File: src/design/hequ_pkg.sv
// shared constants and types of the histogram equalization unit
package hequ_pkg;

	localparam int DEF_BINS       = 256;
	localparam int DEF_CHANNELS   = 3;
	localparam int DEF_COUNT_BITS = 21;

	localparam int PIX_W   = 8;
	localparam int CH_W    = 2;
	localparam int TDATA_W = 16;

	localparam logic [PIX_W-1:0] MAX_RESET = 8'hFF;

	localparam logic MODE_COUNT = 1'b0;
	localparam logic MODE_MAP   = 1'b1;

	typedef struct packed {
		logic             done;
		logic [PIX_W-1:0] quot;
	} div_stat_t;

endpackage

File: src/design/hequ_div.sv
// radix-2 divider giving an 8-bit quotient, all ones on overflow
module hequ_div #(
	parameter int COUNT_BITS = hequ_pkg::DEF_COUNT_BITS,
	parameter int NUM_W      = hequ_pkg::DEF_COUNT_BITS + 2 * hequ_pkg::PIX_W
) (
	input  logic                  clk,
	input  logic                  arst_n,
	input  logic                  start,
	input  logic [NUM_W-1:0]      num,
	input  logic [COUNT_BITS-1:0] den,
	output hequ_pkg::div_stat_t   stat
);
	import hequ_pkg::*;

	localparam int HI_W   = NUM_W - PIX_W;
	localparam int STEP_W = $clog2(PIX_W);

	logic                  busy_q;
	logic                  done_q;
	logic [STEP_W-1:0]     step_q;
	logic [COUNT_BITS-1:0] rem_q;
	logic [PIX_W-1:0]      lo_q;
	logic [PIX_W-1:0]      quot_q;

	logic [HI_W-1:0]       num_hi;
	logic                  ovf;
	logic [COUNT_BITS:0]   trial;
	logic [COUNT_BITS:0]   diff;
	logic                  fits;

	assign num_hi = num[NUM_W-1:PIX_W];
	assign ovf    = num_hi >= HI_W'(den);
	assign trial  = {rem_q, lo_q[PIX_W-1]};
	assign diff   = trial - {1'b0, den};
	assign fits   = trial >= {1'b0, den};

	always_ff @(posedge clk or negedge arst_n) begin
		if (!arst_n) begin
			busy_q <= 1'b0;
			done_q <= 1'b0;
			step_q <= '0;
		end else begin
			done_q <= 1'b0;
			if (start) begin
				step_q <= '0;
				if (ovf) begin
					busy_q <= 1'b0;
					done_q <= 1'b1;
				end else begin
					busy_q <= 1'b1;
				end
			end else if (busy_q) begin
				step_q <= step_q + 1'b1;
				if (step_q == STEP_W'(PIX_W - 1)) begin
					busy_q <= 1'b0;
					done_q <= 1'b1;
				end
			end
		end
	end

	always_ff @(posedge clk) begin
		if (start) begin
			quot_q <= {PIX_W{1'b1}};
			rem_q  <= num_hi[COUNT_BITS-1:0];
			lo_q   <= num[PIX_W-1:0];
		end else if (busy_q) begin
			rem_q  <= fits ? diff[COUNT_BITS-1:0] : trial[COUNT_BITS-1:0];
			lo_q   <= {lo_q[PIX_W-2:0], 1'b0};
			quot_q <= {quot_q[PIX_W-2:0], fits};
		end
	end

	assign stat.done = done_q;
	assign stat.quot = quot_q;

endmodule

File: config.mk
export PLATFORM = sky130hd
export DESIGN_NAME = hequ_div
export DESIGN_NICKNAME = d
export VERILOG_FILES = /design/src/design/hequ_pkg.sv /design/src/design/hequ_div.sv
export SDC_FILE = /design/constraint.sdc
export NUM_CORES = 1
export LEC_CHECK = 0
export BUFFER_PORTS_ARGS = -buffer_cell sky130_fd_sc_hd__buf_2
export CAP_MARGIN = 40
export CORE_MARGIN = 2
export CORE_UTILIZATION = 45
export DETAILED_ROUTE_END_ITERATION = 8
export PLACE_DENSITY = 0.74
export SYNTH_ARGS = -nofsm -noshare
export SYNTH_HDL_FRONTEND = slang
export SYNTH_SLANG_ARGS = --single-unit
File: constraint.sdc
create_clock -name clk -period 4.25 [get_ports clk]
set_clock_uncertainty 0.1 [all_clocks]
set_input_delay 0 -clock clk [delete_from_list [all_inputs] [get_ports clk]]
set_output_delay 0 -clock clk [all_outputs]
set_load 0.02 [all_outputs]
== Yosys cells after proc, flatten, opt, wreduce, memory -nomap -nowiden ==
Cells that the tools add are included.
Storage, ports and cells
  output and inout port bits: 9
  logic and storage cells: 27
  bits of input ports: 61
  bits in registers: 42
Cells by class
  add/subtract/negate cells: 2
  magnitude comparators: 2
  multiplexer cells: 15
  reductions and logical operators: 1
  eq/ne operators: 1
Operators by type and width (count)
  2-to-1 mux 21 bit: 3
  greater-or-equal comparator 29 x 21 -> 1 bit: 1
  greater-or-equal comparator 22 x 21 -> 1 bit: 1
  subtractor 21 bit: 1
  2-to-1 mux 8 bit: 2
  2-to-1 mux 1 bit: 8
  2-to-1 mux 3 bit: 2
  adder 3 x 1 -> 3 bit (second input constant): 1
  == test 3 bit (second input constant): 1
  nonzero test 2 bit: 1

== Logic depth before layout (Yosys ltp) ==
  depth in word-level cells: 4
  gate-level depth with buffers: 12
  mapped depth without buffers: 11

== Worst setup path before layout ==
Ideal clock, no wire load.
  path kind: flip-flop to flip-flop
  start: reg lo_q[7]
  end: reg rem_q[16], data pin
  period minus slack after synthesis: 3.014 ns
  arrival time: 2.653 ns
  stages on the path, launching flop included: 13
  data required time: 3.889 ns
  slack: 1.236 ns
  buffers on the path: 1
  library setup time: 0.261 ns
  cells stage by stage: edfxtp_1 > inv_1 > ha_1 > inv_1 > fa_1 > a211oi_2 > o21ai_2 > a21oi_2 > a2111oi_4 > nor4b_4 > buf_4 > nor3_1 > a221o_1
Between the ends
  cells in the longest elaborated chain, start to end: 4
  elaborated cells between the ends (all ways): 5
  those cells by class: add/sub: 1; order compare: 1; mux: 3
RTL lines
  start, declared: RTL line hequ_div.sv:22  | logic [PIX_W-1:0] lo_q;
  start signal, assigned: RTL line hequ_div.sv:66  | lo_q <= num[PIX_W-1:0];
  start signal, assigned: RTL line hequ_div.sv:69  | lo_q <= {lo_q[PIX_W-2:0], 1'b0};
  subtractor 21 bit or greater-or-equal comparator 22 x 21 -> 1 bit (tied branches): RTL line hequ_div.sv:34, hequ_div.sv:35
  2-to-1 mux 21 bit (*): RTL line hequ_div.sv:68  | rem_q <= fits ? diff[COUNT_BITS-1:0] : trial[COUNT_BITS-1:0];
  2-to-1 mux 21 bit (*): RTL line hequ_div.sv:67  | end else if (busy_q) begin
  2-to-1 mux 21 bit (*): RTL line hequ_div.sv:63  | if (start) begin
  end signal, assigned: RTL line hequ_div.sv:65  | rem_q <= num_hi[COUNT_BITS-1:0];
  end signal, assigned: RTL line hequ_div.sv:68
  end, declared: RTL line hequ_div.sv:21  | logic [COUNT_BITS-1:0] rem_q;
Every way passes the cells marked *; elsewhere a longest branch is shown, timed or not. The select of a mux whose other input is x is not followed.
A chain may end at the register's enable or synchronous reset.

== Worst setup path in the final report ==
  start: reg lo_q[7]
  end: reg rem_q[19], data pin
The elaborated chain is that of the path after synthesis.

==> flow_summary.ini <==
[grt]
grt_pass1_wl_mm = 15.05
grt_max_degree = 41
use_met1 = 0.2846
overflow = 0
antenna_found_initial = 0
grt_usage = 0.2133
use_met3 = 0.03130
grt_busiest_layer = met2
grtUsageMet2 = 0.3643
grt_pass1_vias = 3164

[clock_network]
clockBufferDepth = 2
clkSinkCount = 42
cts-root-buf = clkbuf_8
numCtsBuffers = 5
clk_pin_slew_worst_paths_ns = 0.10
ctsResizeCount = 0
post_cts_buffers = 0
cts_tree = done
ctsHoldBuffers = 31
htree_num_levels = 2
insertion_delay_ns = 0.31

[final_layout]
finalNonFillerCells = 579
final_common_cell = buf_2
final_nets = 582
layout_common_cells = 69 x buf_2, 44 x ha_1, 31 x dlygate4sd3_1
layout-drive-gt1-share = 0.1971
area_delta_synth_final_pct = 22.59
n_fill_cell = 727
antenna_cells = 0

[route]
drt_iter0_markers = 160
avgViaCountPerCell = 5.620
wl_per_cell_um = 15.35
drtAntennaViolNets = 0
num_vias = 3254
drc_errors = 0
drt-total-wl_mm = 8.886
dr.pass1.iters = 4

[floorplanning]
die_w_um = 93.78
die_area_mm2 = 0.008795
placementRows = 32
initial_core_util = 0.4670
ios = 70
core_mm2 = 0.007767
die_h_um = 93.78

[timing]
slew_violations = 0
tns_ns = 0
rsz0062_at_grt = false
finalSetupViolations = 0
relSlewSlack = 0.5134
fin_crit_ns = 3.446
whs_ns = 0.1194
post-route-period-util = 0.8108
worstMarginPinSlew_ns = 0.7299
hold_viol = 0
timing.fmax_mhz = 290.2

[logic_synthesis]
synth_nets = 490
synth_ff_type = edfxtp_1
yosys.area_share.simple = 0.1745
syn-cell-area_mm2 = 0.003627
synth-seq-cells = 42
yosysSeqAreaShare = 0.3187
synth_compound_area_frac = 0.2270
syn_area_per_cell_um2 = 9.446
yosysTopAreaCell = edfxtp_1
synth_top_family_by_area = compound AO/OA/AOI/OAI gates
async_reset_ff_frac = 0.1190
synthCells = 384
yosysUniqueCellTypes = 57
synth-edff-count = 29
synth_warnings = 0
synth_area_leaders = edfxtp_1 24%, ha_1 15%, dfxtp_1 4.4%, a21oi_1 4.0%, dfrtp_1 3.4%
synth_top_area_frac = 0.2401
synth_xor_area_frac = 0.04346
yosys.area_share.adder = 0.1573
synth_mux_area_frac = 0.03277

[worst_setup_path]
crit-reg2reg-launch = lo_q[7]
crit_end = rem_q[19]
cp_data_arrival_time_ns = 3.41
reg2regPathDepth = 12
cp-start-kind = flop
startpoint = lo_q[7]
cp-end-kind = flop
criticalPathCategory = reg2reg
timing.rr.end = rem_q[19]
ff2ff_setup_slack_ns = 0.80
critical_path_peak_fanout = 24
required_ns = 4.21

[pwr]
power_density_mw_per_mm2 = 302.6
ir_drop_v = 0.0001711
leakagePower_uw = 0.001951

[place]
gp_congestion = 0.9486
hpwl_mm = 6.552
portBuffers = 69
place_inst = 540

[run_status]
status = finished clean

[worst_hold_path]
hold_start = start
hold_class = in2reg

[flow_run]
maxCapViolations = 0
-- state kept, by name, indices dropped and copies added (netlist names) --
register  flops
rem_q        21
lo_q          8
quot_q        8
step_q        3
busy_q        1
done_q        1
-- synth_stat cells, types with 5 or more instances --
cell and number:
ha_1 44, a21oi_1 29, edfxtp_1 29, nand2_1 25, nor2_1 24, inv_1 23
nor2b_1 17, o21ai_0 13, a221o_1 12, xor2_1 12, a21o_1 10, clkbuf_1 8
dfxtp_1 8, a211o_1 7, mux2_2 7, nand4_1 7, nor3_1 6, xnor2_1 6
a211oi_1 5, and3b_1 5, dfrtp_1 5, nand3_1 5, nand3b_1 5, o21a_1 5
o311ai_0 5, o31ai_1 5
-- kinds of logic after synthesis --
group	count (synthesis)
muxes	11
adders and majority gates	45
buffers and inverters	41
xor gates and xnor gates	18
DFF	42
AOI/OAI and AO/OA	112
and+or+nand+nor	115
-- how the worst min path moves through the flow --
stage,slack (ns),end,cells after the start
after global routing,0.17,step_q[2],2
after detailed placement,-0.28,done_q,1
final,0.12,step_q[0],2
after CTS,0.12,step_q[0],2
after global placement,-0.28,done_q,1
after floorplan,-0.40,busy_q,0
-- power breakdown --
group / switching [µW] / internal (µW) / leakage (µW)
registers: 19.7 / 488 / 0.000419
clock network: 170 / 123 / 0.0000510
logic: 303 / 242 / 0.00148
total: 493 / 853 / 0.00195
-- layout make-up --
cell class | count | area, µm² | area share
sequential | 42 | 1156 | 0.2600
tap | 102 | 127.6 | 0.02870
clock buffer | 5 | 68.82 | 0.01548
clock inverter | 3 | 26.28 | 0.005909
timing repair buffer | 103 | 678.2 | 0.1525
multi-input combinational | 301 | 2303 | 0.5180
inverter | 23 | 86.33 | 0.01941
-- layer usage --
layer | part of all wire | up-vias
met5 | 0 | -
met3 | 0.047 | 8
met2 | 0.48 | 92
met1 | 0.46 | 1527
li1 | - | 1627
met4 | 0.010 | 0
-- worst max-delay path, cell delays in order, from the launching register on --
cell and delay (ns):
edfxtp_1 0.39, inv_1 0.07, ha_1 0.14, inv_1 0.05, fa_1 0.44, a211oi_2 0.31
o21ai_2 0.12, a21oi_2 0.28, a2111oi_4 0.12, nor4b_4 0.29, buf_4 0.33, nor2_1 0.18
a221o_1 0.37
-- through the flow --
stage | setup slack (ns) | area, µm² | utilization | total power (µW)
detailed placement | 0.8020 | 4041 | 0.5203 | 1036
CTS | 0.7762 | 4447 | 0.5725 | 1346
floorplan | 1.236 | 3627 | - | 901.6
global route | 0.5819 | 4447 | 0.5725 | 1432
finish | 0.8041 | 4447 | 0.5725 | 1346
global placement | 1.001 | 4041 | 0.5203 | 1023
No activity file was read; power rests on OpenSTA's default activity.
